--- config.mk ---
export PLATFORM = sky130hd
export DESIGN_NAME = utf8_stream_validator_unit_flat
export DESIGN_NICKNAME = d
export VERILOG_FILES = /design/src/rtl/u8sv_pkg.sv /design/src/rtl/u8sv_byte_if.sv /design/src/rtl/u8sv_verdict_if.sv /design/src/rtl/utf8_stream_validator_unit.sv /design/src/flat_wrapper.sv
export SDC_FILE = /design/constraint.sdc
export NUM_CORES = 1
export LEC_CHECK = 0
export BUFFER_PORTS_ARGS = -buffer_cell sky130_fd_sc_hd__buf_4
export CORE_MARGIN = 5
export CORE_UTILIZATION = 45
export CTS_CLUSTER_DIAMETER = 60
export DETAILED_ROUTE_END_ITERATION = 7
export GPL_ROUTABILITY_DRIVEN = 0
export PLACE_DENSITY = 0.72
export SYNTH_ARGS = -nofsm -noshare
export SYNTH_HDL_FRONTEND = slang
export SYNTH_SLANG_ARGS = --single-unit
export TNS_END_PERCENT = 1
--- constraint.sdc ---
create_clock -name i_clk -period 2.2 [get_ports i_clk]
set_clock_uncertainty 0.1 [all_clocks]
set_input_delay 0.11 -clock i_clk [delete_from_list [all_inputs] [get_ports i_clk]]
set_output_delay 0.11 -clock i_clk [all_outputs]
set_load 0.1 [all_outputs]
--- src/rtl/u8sv_pkg.sv ---
// package: item types and byte-class constants for the utf-8 stream validator
`default_nettype none

package u8sv_pkg;

    // width of an assembled code point
    localparam int unsigned CpWidth = 21;

    typedef logic [7:0]         t_byte;
    typedef logic [CpWidth-1:0] t_code_point;
    typedef logic [1:0]         t_count;

    // control bytes rejected anywhere in a string
    localparam t_byte ByteNul = 8'h00;
    localparam t_byte ByteLf  = 8'h0a;
    localparam t_byte ByteCr  = 8'h0d;

    // lead and continuation byte classes
    localparam t_byte AsciiLimit   = 8'h80;
    localparam t_byte Lead2Mask    = 8'he0;
    localparam t_byte Lead2Code    = 8'hc0;
    localparam t_byte Lead2Min     = 8'hc2;
    localparam t_byte Lead3Mask    = 8'hf0;
    localparam t_byte Lead3Code    = 8'he0;
    localparam t_byte Lead4Mask    = 8'hf8;
    localparam t_byte Lead4Code    = 8'hf0;
    localparam t_byte Lead4Max     = 8'hf4;
    localparam t_byte ContTagMask  = 8'hc0;
    localparam t_byte ContTagCode  = 8'h80;
    localparam t_byte ContDataMask = 8'h3f;

    // code point limits
    localparam t_code_point Min3Byte  = 21'h000800;
    localparam t_code_point Min4Byte  = 21'h010000;
    localparam t_code_point SurrLow   = 21'h00d800;
    localparam t_code_point SurrHigh  = 21'h00dfff;
    localparam t_code_point MaxCp     = 21'h10ffff;

    // continuation counts of an open sequence
    localparam t_count SeqNone  = 2'd0;
    localparam t_count SeqTwo   = 2'd1;
    localparam t_count SeqThree = 2'd2;
    localparam t_count SeqFour  = 2'd3;

endpackage

`default_nettype wire

--- src/rtl/u8sv_byte_if.sv ---
// interface: input channel carrying one string byte per item
`default_nettype none

interface u8sv_byte_if;
    logic             valid;
    logic             ready;
    u8sv_pkg::t_byte  data_byte;
    logic             last;

    modport source (output valid, output data_byte, output last, input ready);
    modport sink   (input valid, input data_byte, input last, output ready);
endinterface

`default_nettype wire

--- src/rtl/u8sv_verdict_if.sv ---
// interface: output channel carrying the running verdict per item
`default_nettype none

interface u8sv_verdict_if;
    logic valid;
    logic ready;
    logic string_ok;
    logic end_of_string;

    modport source (output valid, output string_ok, output end_of_string, input ready);
    modport sink   (input valid, input string_ok, input end_of_string, output ready);
endinterface

`default_nettype wire

--- src/rtl/utf8_stream_validator_unit.sv ---
// top level: streaming strict utf-8 validator, one byte per clock while not stalled
//
// usage
// - i_byte_ch takes one byte of a string per item, with last set on the final byte
// - o_verdict_ch gives one item per byte: string_ok is the running verdict and
//   end_of_string echoes last; on the last byte string_ok is the final verdict
// - rejects nul, lf, cr, bad or missing continuation bytes, leads c0, c1, f5..ff,
//   overlong 3- and 4-byte forms, surrogates and code points above 10ffff
// - an empty string never reaches the block; the host treats it as valid
// timing
// - path: input register, then per-byte state update, then verdict register
// - throughput: one item per cycle while the receiver holds ready high; the only loop
//   is the per-byte state update, which fits between the input and verdict registers
// - stall: when the receiver holds ready low the verdict register holds, the
//   input register keeps one more byte, then i_byte_ch.ready drops
// reset
// - synchronous active-low reset empties both registers and clears the string state
`default_nettype none

module utf8_stream_validator_unit (
    input  wire logic           i_clk,
    input  wire logic           i_rst_n,
    u8sv_byte_if.sink           i_byte_ch,
    u8sv_verdict_if.source      o_verdict_ch
);

    // input register stage
    logic                  r_in_valid;
    u8sv_pkg::t_byte       r_in_byte;
    logic                  r_in_last;

    // string state
    logic                  r_error_seen,     n_error_seen;
    u8sv_pkg::t_count      r_bytes_pending,  n_bytes_pending;
    u8sv_pkg::t_count      r_seq_length,     n_seq_length;
    u8sv_pkg::t_code_point r_partial_cp,     n_partial_cp;

    // verdict register stage
    logic                  r_out_valid;
    logic                  r_out_ok,         n_out_ok;
    logic                  r_out_last;

    logic                  w_in_take;
    logic                  w_advance;
    u8sv_pkg::t_code_point w_cont_cp;

    // the byte in the input register moves on whenever the verdict slot is free
    assign w_advance        = r_in_valid && (!r_out_valid || o_verdict_ch.ready);
    assign i_byte_ch.ready  = !r_in_valid || w_advance;
    assign w_in_take        = i_byte_ch.valid && i_byte_ch.ready;

    // code point with this byte's six payload bits shifted in
    assign w_cont_cp = {r_partial_cp[u8sv_pkg::CpWidth-7:0],
                        r_in_byte[5:0] & u8sv_pkg::ContDataMask[5:0]};

    always_ff @(posedge i_clk) begin
        if (!i_rst_n) begin
            r_in_valid <= 1'b0;
        end else if (i_byte_ch.ready) begin
            r_in_valid <= i_byte_ch.valid;
        end
    end

    always_ff @(posedge i_clk) begin
        if (w_in_take) begin
            r_in_byte <= i_byte_ch.data_byte;
            r_in_last <= i_byte_ch.last;
        end
    end

    // per-byte state update
    always_comb begin
        n_error_seen    = r_error_seen;
        n_bytes_pending = r_bytes_pending;
        n_seq_length    = r_seq_length;
        n_partial_cp    = r_partial_cp;

        if (!r_error_seen) begin
            if (r_bytes_pending == u8sv_pkg::SeqNone) begin
                // lead byte
                if (r_in_byte == u8sv_pkg::ByteNul || r_in_byte == u8sv_pkg::ByteLf ||
                    r_in_byte == u8sv_pkg::ByteCr) begin
                    n_error_seen = 1'b1;
                end else if (r_in_byte < u8sv_pkg::AsciiLimit) begin
                    // plain ascii, nothing to track
                end else if ((r_in_byte & u8sv_pkg::Lead2Mask) == u8sv_pkg::Lead2Code) begin
                    if (r_in_byte < u8sv_pkg::Lead2Min) begin
                        n_error_seen = 1'b1;
                    end else begin
                        n_bytes_pending = u8sv_pkg::SeqTwo;
                        n_seq_length    = u8sv_pkg::SeqTwo;
                        n_partial_cp    = u8sv_pkg::t_code_point'(r_in_byte[4:0]);
                    end
                end else if ((r_in_byte & u8sv_pkg::Lead3Mask) == u8sv_pkg::Lead3Code) begin
                    n_bytes_pending = u8sv_pkg::SeqThree;
                    n_seq_length    = u8sv_pkg::SeqThree;
                    n_partial_cp    = u8sv_pkg::t_code_point'(r_in_byte[3:0]);
                end else if ((r_in_byte & u8sv_pkg::Lead4Mask) == u8sv_pkg::Lead4Code) begin
                    if (r_in_byte > u8sv_pkg::Lead4Max) begin
                        n_error_seen = 1'b1;
                    end else begin
                        n_bytes_pending = u8sv_pkg::SeqFour;
                        n_seq_length    = u8sv_pkg::SeqFour;
                        n_partial_cp    = u8sv_pkg::t_code_point'(r_in_byte[2:0]);
                    end
                end else begin
                    // stray continuation or f8..ff
                    n_error_seen = 1'b1;
                end
            end else begin
                // continuation byte
                if ((r_in_byte & u8sv_pkg::ContTagMask) != u8sv_pkg::ContTagCode) begin
                    n_error_seen = 1'b1;
                end else begin
                    n_partial_cp    = w_cont_cp;
                    n_bytes_pending = r_bytes_pending - 2'd1;
                    if (r_bytes_pending == u8sv_pkg::SeqTwo) begin
                        // sequence complete: reject overlong, surrogate, out of range
                        if ((r_seq_length == u8sv_pkg::SeqThree &&
                             w_cont_cp < u8sv_pkg::Min3Byte) ||
                            (r_seq_length == u8sv_pkg::SeqFour &&
                             w_cont_cp < u8sv_pkg::Min4Byte) ||
                            (w_cont_cp >= u8sv_pkg::SurrLow &&
                             w_cont_cp <= u8sv_pkg::SurrHigh) ||
                            w_cont_cp > u8sv_pkg::MaxCp) begin
                            n_error_seen = 1'b1;
                        end else begin
                            n_seq_length = u8sv_pkg::SeqNone;
                            n_partial_cp = '0;
                        end
                    end
                end
            end

            // raising the error drops any open sequence
            if (n_error_seen) begin
                n_bytes_pending = u8sv_pkg::SeqNone;
                n_seq_length    = u8sv_pkg::SeqNone;
                n_partial_cp    = '0;
            end
        end

        n_out_ok = !n_error_seen && (n_bytes_pending == u8sv_pkg::SeqNone);

        // last byte closes the string, next item starts fresh
        if (r_in_last) begin
            n_error_seen    = 1'b0;
            n_bytes_pending = u8sv_pkg::SeqNone;
            n_seq_length    = u8sv_pkg::SeqNone;
            n_partial_cp    = '0;
        end
    end

    always_ff @(posedge i_clk) begin
        if (!i_rst_n) begin
            r_error_seen    <= 1'b0;
            r_bytes_pending <= u8sv_pkg::SeqNone;
            r_seq_length    <= u8sv_pkg::SeqNone;
            r_partial_cp    <= '0;
        end else if (w_advance) begin
            r_error_seen    <= n_error_seen;
            r_bytes_pending <= n_bytes_pending;
            r_seq_length    <= n_seq_length;
            r_partial_cp    <= n_partial_cp;
        end
    end

    always_ff @(posedge i_clk) begin
        if (!i_rst_n) begin
            r_out_valid <= 1'b0;
        end else if (w_advance) begin
            r_out_valid <= 1'b1;
        end else if (o_verdict_ch.ready) begin
            r_out_valid <= 1'b0;
        end
    end

    always_ff @(posedge i_clk) begin
        if (w_advance) begin
            r_out_ok   <= n_out_ok;
            r_out_last <= r_in_last;
        end
    end

    assign o_verdict_ch.valid         = r_out_valid;
    assign o_verdict_ch.string_ok     = r_out_ok;
    assign o_verdict_ch.end_of_string = r_out_last;

`ifndef SYNTH
    // an error always drops the open sequence
    a_err_no_pending: assert property (@(posedge i_clk) disable iff (!i_rst_n)
        r_error_seen |-> (r_bytes_pending == u8sv_pkg::SeqNone))
        else $error("pending continuation bytes while error flag is set");

    // pending count never exceeds the length of the open sequence
    a_pending_bound: assert property (@(posedge i_clk) disable iff (!i_rst_n)
        r_bytes_pending <= r_seq_length)
        else $error("pending count above sequence length");

    // a processed last byte leaves clean string state
    a_last_clears: assert property (@(posedge i_clk) disable iff (!i_rst_n)
        (w_advance && r_in_last) |=>
            (!r_error_seen && r_bytes_pending == u8sv_pkg::SeqNone &&
             r_seq_length == u8sv_pkg::SeqNone && r_partial_cp == '0))
        else $error("string state not cleared after last byte");

    // a verdict taken into the output register reflects the state it leaves behind
    a_ok_matches_state: assert property (@(posedge i_clk) disable iff (!i_rst_n)
        (w_advance && !r_in_last) |=>
            (r_out_ok == (!r_error_seen && r_bytes_pending == u8sv_pkg::SeqNone)))
        else $error("verdict disagrees with string state");
`endif

endmodule

`default_nettype wire

--- src/flat_wrapper.sv ---
// flat-port wrapper written by rule: the top's interface ports become plain ports
module utf8_stream_validator_unit_flat 
  (i_clk, i_rst_n, i_byte_ch_valid, i_byte_ch_data_byte, i_byte_ch_last, i_byte_ch_ready, o_verdict_ch_valid, o_verdict_ch_string_ok, o_verdict_ch_end_of_string, o_verdict_ch_ready);
  u8sv_byte_if i_byte_ch_i ();
  u8sv_verdict_if o_verdict_ch_i ();
  input  wire logic i_clk;
  input  wire logic i_rst_n;
  input wire logic [$bits(i_byte_ch_i.valid)-1:0] i_byte_ch_valid;
  input wire logic [$bits(i_byte_ch_i.data_byte)-1:0] i_byte_ch_data_byte;
  input wire logic [$bits(i_byte_ch_i.last)-1:0] i_byte_ch_last;
  output wire logic [$bits(i_byte_ch_i.ready)-1:0] i_byte_ch_ready;
  output wire logic [$bits(o_verdict_ch_i.valid)-1:0] o_verdict_ch_valid;
  output wire logic [$bits(o_verdict_ch_i.string_ok)-1:0] o_verdict_ch_string_ok;
  output wire logic [$bits(o_verdict_ch_i.end_of_string)-1:0] o_verdict_ch_end_of_string;
  input wire logic [$bits(o_verdict_ch_i.ready)-1:0] o_verdict_ch_ready;
  assign i_byte_ch_i.valid = i_byte_ch_valid;
  assign i_byte_ch_i.data_byte = i_byte_ch_data_byte;
  assign i_byte_ch_i.last = i_byte_ch_last;
  assign i_byte_ch_ready = i_byte_ch_i.ready;
  assign o_verdict_ch_valid = o_verdict_ch_i.valid;
  assign o_verdict_ch_string_ok = o_verdict_ch_i.string_ok;
  assign o_verdict_ch_end_of_string = o_verdict_ch_i.end_of_string;
  assign o_verdict_ch_i.ready = o_verdict_ch_ready;
  utf8_stream_validator_unit u_core (.i_clk(i_clk), .i_rst_n(i_rst_n), .i_byte_ch(i_byte_ch_i), .o_verdict_ch(o_verdict_ch_i));
endmodule
==> results of run 1 <==
==> through the flow <==
step	utilization, %	setup slack (ns)	hold slack [ns]	TNS [ns]
floorplan	-	0.1087	0.1089	0
global placement	52.49	0.1611	0.1884	0
detailed placement	52.49	0.06422	0.1895	0
CTS	57.67	0.03638	0.3618	0
global route	58.16	-0.01206	0.3802	-0.01206
finish	58.16	0.1384	0.3593	0
==> sequential cells by signal, indices dropped and copies added (netlist names) <==
signal,count
u_core.o_verdict_ch.end_of_string,1
u_core.r_bytes_pending,2
u_core.r_in_valid,1
u_core.r_seq_length,2
u_core.r_in_last,1
u_core.o_verdict_ch.valid,1
u_core.r_partial_cp,15
u_core.o_verdict_ch.string_ok,1
u_core.r_error_seen,1
u_core.r_in_byte,8
==> routing by layer <==
metal | up-vias | global-route usage (%) | wire, um | part of all wire, %
met5 | - | 0 | 0 | 0
met4 | 0 | 5.211 | 34 | 1.0
met3 | 6 | 5.024 | 189 | 5.6
met2 | 47 | 27.41 | 1648 | 49
met1 | 632 | 19.11 | 1498 | 44
li1 | 680 | - | - | -
==> worst register-to-register path, stage by stage (launching register included) <==
cell,delay [ns]
dfxtp_1,0.35
inv_1,0.10
ha_2,0.23
nor2b_1,0.20
o311ai_1,0.14
a21oi_1,0.25
nand2b_4,0.23
buf_4,0.18
nand2_1,0.07
a21oi_1,0.15
==> cell families (layout without fill, tap and decap cells) <==
family | count (synthesis) | count (layout) | share of synthesized area [%]
compound gates | 45 | 45 | 20.13
buf+inv | 12 | 49 | 3.395
flops | 33 | 33 | 49.80
simple gates | 70 | 70 | 22.64
mux | 2 | 2 | 1.294
xor+xnor | 2 | 2 | 1.132
fa+ha+maj | 2 | 2 | 1.617
==> repair_timing <==
action	4_1_cts	5_1_grt
setup endpoints to repair	0	14
endpoints found under the hold margin	13	0
hold buffers	12	0
resized for setup	0	5
==> power by group through the flow <==
stage | clock, mW | combinational, mW | sequential (mW)
6_report | 0.330 | 0.164 | 0.666
3_5_place_dp | 0 | 0.142 | 0.679
4_1_cts | 0.339 | 0.159 | 0.665
2_1_floorplan | 0 | 0.0753 | 0.699
5_1_grt | 0.363 | 0.179 | 0.669
3_3_place_gp | 0 | 0.138 | 0.679
==> placed cells by master (no fill, tap or decap), types with 6 or more instances in the layout <==
master and instances:
buf_4 23, dfxtp_1 21, nand2_1 19, a21oi_1 18, nor2_1 13, nand3_1 12, dlygate4sd3_1 12, edfxtp_1 11
inv_1 6
==> worst min path at each step <==
| stage | slack (ns) | endpoint | startpoint | cells past startpoint |
|---|---|---|---|---|
| final | 0.36 | u_core.r_partial_cp[12] | u_core.r_partial_cp[12] | 2 |
| after global routing | 0.38 | u_core.r_in_byte[2] | i_byte_ch_data_byte[2] | 2 |
| after CTS | 0.36 | u_core.r_partial_cp[12] | u_core.r_partial_cp[12] | 2 |
| after detailed placement | 0.19 | u_core.r_in_byte[1] | i_byte_ch_data_byte[1] | 1 |
| after global placement | 0.19 | u_core.r_in_byte[7] | i_byte_ch_data_byte[7] | 1 |
| after floorplan | 0.11 | u_core.r_in_byte[0] | i_byte_ch_data_byte[0] | 0 |
==> area by class of cell <==
type	count	area, um^2
well taps	46	57.56
repair buffers	35	292.8
clock inverters	2	11.26
clock buffers	6	41.29
flip-flops and latches	33	772.0
inverters	6	22.52
multi-input cells	121	743.2
fillers	298	1396
==> out/qor.csv, run 1 <==
metric,value,unit
grt_max_degree,21,
synthArstFlopShare,0,%
critPathRequiredTime,2.37,ns
cts_tree,yes,
grtUsageTotal,16.09,%
crit_start,u_core.r_bytes_pending[1],
clkPwrFrac,28.4,%
vdd_drop_max,0.3187,mV
postPlaceCellArea,1752,um^2
relSlewSlack,72.57,%
num_io_pins,17,
worst_pin_slew,0.4110,ns
crit_chain,inv_1 > ha_2 > nor2b_1 > o311ai_1 > a21oi_1 > nand2b_4 > buf_4 > nand2_1 > a21oi_1,
worst_setup_path_start_kind,flip-flop,
grt_pass1_vias,1303,
fp.coreArea,3337,um^2
die_width,68.65,um
ff2ff_path_depth,9,
yosysWarnings,0,
sw_frac_of_total,27.46,%
syn_inst,166,
synthTopCellsByCount,"dfxtp_1, nand2_1, a21oi_1",
hold_path.class,flip-flop to flip-flop,
design_area,1941,um^2
drt_pass1_iterations,4,
initial_utilization,46.38,%
clkLatencyLatePin,0.34,ns
timing.critical_path.mode_cell,a21oi_1,
p_int,0.8418,mW
synth_flop_cell,dfxtp_1,
synth_top_area_share,28.46,%
clockRootBuffer,clkbuf_4,
r2r_start,u_core.r_bytes_pending[1],
dieArea,4712,um^2
n_antenna_cell,0,
outcome,"complete, no violations",
drive_gt1_share,20.69,%
syn_area,1548,um^2
ys_types,44,
cp.depth,9,
crit_slowest_cell,dfxtp_1,
cts.clk_slew.worst_paths,0.10,ns
grt_overflow_total,0,
power,1.160,mW
power.leakage,0.7029,nW
ant_nets,0,
slowest_delay,0.35,ns
vias,1365,
clkSinkCount,33,
critPathCapture,u_core.r_partial_cp[4],
synth_area_per_cell,9.324,um^2
yosys.area.top_type,dfxtp_1,
dp_hpwl,2437,um
path_class,flip-flop to flip-flop,
crit_family,compound AO/OA/AOI/OAI gates,
drtIter0Drc,113,
yosysMostFrequentCell,dfxtp_1,
critPathCaptureType,flip-flop,
r2r_end,u_core.r_partial_cp[4],
htreeDepth,2,
fin_crit_sh,93.71,%
synth_seq_area_share,49.80,%
dp_cells,229,
routed_via_density,5.482,
nets,217,
die_y,68.65,um
synthTopCellsByArea,"dfxtp_1, edfxtp_1, a21oi_1",
reg2reg_slack,0.14,ns
wl_per_cell,13.54,um
combPwrFrac,14.2,%
cts_setup_buffers,0,
net-switching-power,0.3186,mW
cp.arrival,2.23,ns
syn2layout_area_growth,25.38,%
synth_fp_nets,181,
maxCapViolations,0,
seqPwrFrac,57.4,%
synth-edff-count,11,
std_cell_rows,21,
power_density,598.0,nW/um^2
path_buf_inv,2,
period_minus_slack,2.062,ns
setup-violations-final,0,
grt_pass1_wl,5658,um
ys_ff_latch,33,
drc,0,
clock_path_buffers,2,
io_buffers,16,
numCtsBuffers,5,
slew_viol_final,0,
layoutNonFillerInstCount,249,
cp_max_fo,11,
wl,3372,um
finalHoldViolCount,0,
antenna_found_initial,0,
fmax,485.1,MHz
(Power assumes the default switching activity.)
==> inputs of run 2 (changes only) <==
==> constraint.sdc (replaced) <==
create_clock -name i_clk -period 2.1 [get_ports i_clk]
set_clock_uncertainty 0.1 [all_clocks]
set_input_delay 0.105 -clock i_clk [delete_from_list [all_inputs] [get_ports i_clk]]
set_output_delay 0.105 -clock i_clk [all_outputs]
set_load 0.1 [all_outputs]
==> out/qor.csv, run 2 (same netlist as run 1, synthesis figures left out) <==
metric,value,unit,change
clkSinkCount,33,,unchanged
grt_overflow_total,0,,unchanged
drc,0,,unchanged
wl,3434,um,+1.8%
grt_util_met2,28.01,%,+0.60 points
clkPwrFrac,28.9,%,+0.5 points
num_io_pins,17,,unchanged
cts_tree,yes,,
drt_pass1_iterations,4,,unchanged
finish.utilization,60.11,%,+1.9 points
grt_pass1_vias,1306,,+0.23%
clock_path_buffers,2,,unchanged
worst_setup_path_start_kind,flip-flop,,
critPathCaptureType,flip-flop,,
die_width,68.65,um,unchanged
grt_max_degree,21,,unchanged
clockRootBuffer,clkbuf_4,,
rsz0062_at_grt,false,,
initial_utilization,46.38,%,unchanged
htreeDepth,2,,unchanged
fmax,510.1,MHz,+5.2%
fp.coreArea,3337,um^2,unchanged
grtUsageTotal,16.94,%,+0.85 points
power,1.238,mW,+6.6%
relSlewSlack,74.32,%,+1.7 points
fin_crit_sh,93.35,%,-0.35 points
hold_path.class,flip-flop to flip-flop,,
most-common-layout-cells,"buf_4, dfxtp_1, nand2_1",,
vdd_drop_max,0.4210,mV,+32%
busiest_layer,met2,,
routed_via_density,5.329,,-2.8%
slew_viol_final,0,,unchanged
sw_frac_of_total,28.11,%,+0.65 points
syn2layout_area_growth,29.59,%,
use_met3,5.835,%,+0.81 points
power.leakage,0.7425,nW,+5.6%
wl_per_cell,13.47,um,-0.56%
dp_hpwl,2398,um,-1.6%
worst_pin_slew,0.3804,ns,-0.03059 ns
final_common_cell,buf_4,,
p_int,0.8897,mW,+5.7%
ant_nets,0,,unchanged
die_y,68.65,um,unchanged
numCtsBuffers,5,,unchanged
drive_gt1_share,26.32,%,+5.6 points
top_register,u_core.r_partial_cp,,
path_class,flip-flop to flip-flop,,
setup_ws,0.1396,ns,+0.001150 ns
dieArea,4712,um^2,unchanged
cp_max_fo,6,,-5
grtUsageMet1,20.63,%,+1.5 points
n_antenna_cell,0,,unchanged
cts.clk_slew.worst_paths,0.10,ns,about the same
finalHoldViolCount,0,,unchanged
top_regs,"u_core.r_partial_cp: 15 flops, u_core.r_in_byte: 8 flops",,
grt_pass1_wl,5851,um,+3.4%
setup-violations-final,0,,unchanged
post-place-ws,0.03075,ns,-0.03347 ns
io_buffers,16,,unchanged
tns,0,ns,unchanged
drtIter0Drc,73,,-35%
largest_reg_flops,15,,unchanged
outcome,"complete, no violations",,
power_density,617.0,nW/um^2,+3.2%
combPwrFrac,14.7,%,+0.5 points
design_area,2006,um^2,+3.4%
postPlaceCellArea,1767,um^2,+0.86%
vias,1359,,-0.44%
critPathRequiredTime,2.27,ns,-0.10 ns
clkLatencyLatePin,0.34,ns,about the same
maxCapViolations,0,,unchanged
net-switching-power,0.3478,mW,+9.2%
nets,223,,+2.8%
cp.arrival,2.13,ns,-0.10 ns
std_cell_rows,21,,unchanged
period_minus_slack,1.960,ns,-0.1011 ns
antenna_found_initial,0,,unchanged
seqPwrFrac,56.4,%,-1.0 points
## run 2: timing repair
| item | in CTS | in global routing |
|---|---|---|
| endpoints found under the hold margin | 13 | 0 |
| resized for setup | 1 | 9 |
| setup endpoints to repair | 1 | 19 |
| hold buffers | 12 | 0 |
| buffers inserted | 0 | 4 |
## run 2: power groups by stage
| stage | Combinational (mW) | Sequential, mW | Clock [mW] |
|---|---|---|---|
| 2_1_floorplan | 0.0789 | 0.732 | 0 |
| 3_3_place_gp | 0.147 | 0.711 | 0 |
| 3_5_place_dp | 0.150 | 0.712 | 0 |
| 4_1_cts | 0.169 | 0.697 | 0.367 |
| 5_1_grt | 0.198 | 0.701 | 0.392 |
| 6_report | 0.182 | 0.698 | 0.357 |
## run 2: stage by stage
step / std cells / hold WS, ns
4_1_cts: 251 / 0.3647
5_1_grt: 255 / 0.3729
2_1_floorplan: 166 / 0.1039
6_report: 255 / 0.3609
3_5_place_dp: 231 / 0.1845
3_3_place_gp: 231 / 0.1832
## run 2: cell type report
| class | instances | area (um^2) |
|---|---|---|
| Fill cell | 276 | 1331 |
| Multi-Input combinational cell | 121 | 760.7 |
| Timing Repair Buffer | 41 | 337.8 |
| Sequential cell | 33 | 773.2 |
| Tap cell | 46 | 57.56 |
| Inverter | 6 | 22.52 |
| Clock buffer | 5 | 37.54 |
| Clock inverter | 3 | 16.27 |
## run 2: path summary, 6_finish.rpt
kind | from | endpoint | slack (ns) | depth (start not counted)
setup / recovery | u_core.r_in_byte[4] | u_core.r_seq_length[1] | 0.14 | 7
hold / removal | u_core.r_partial_cp[11] | u_core.r_partial_cp[11] | 0.36 | 2
setup reg to reg | u_core.r_in_byte[4] | u_core.r_seq_length[1] | 0.14 | 7
hold reg to reg | u_core.r_partial_cp[11] | u_core.r_partial_cp[11] | 0.36 | 2
## run 2: worst max-delay path: stages (launching register included)
cell and delay [ns]:
edfxtp_1 0.43, or3_1 0.42, a21oi_2 0.15, a21oi_1 0.10, nand2b_1 0.17, buf_4 0.17
nor2_4 0.13, mux2i_1 0.21
## run 2: routing by layer
| metal | wire, um | part of all wire (%) |
|---|---|---|
| met5 | 0 | 0 |
| met4 | 41 | 1.2 |
| met3 | 144 | 4.2 |
| met1 | 1528 | 44 |
| met2 | 1720 | 50 |
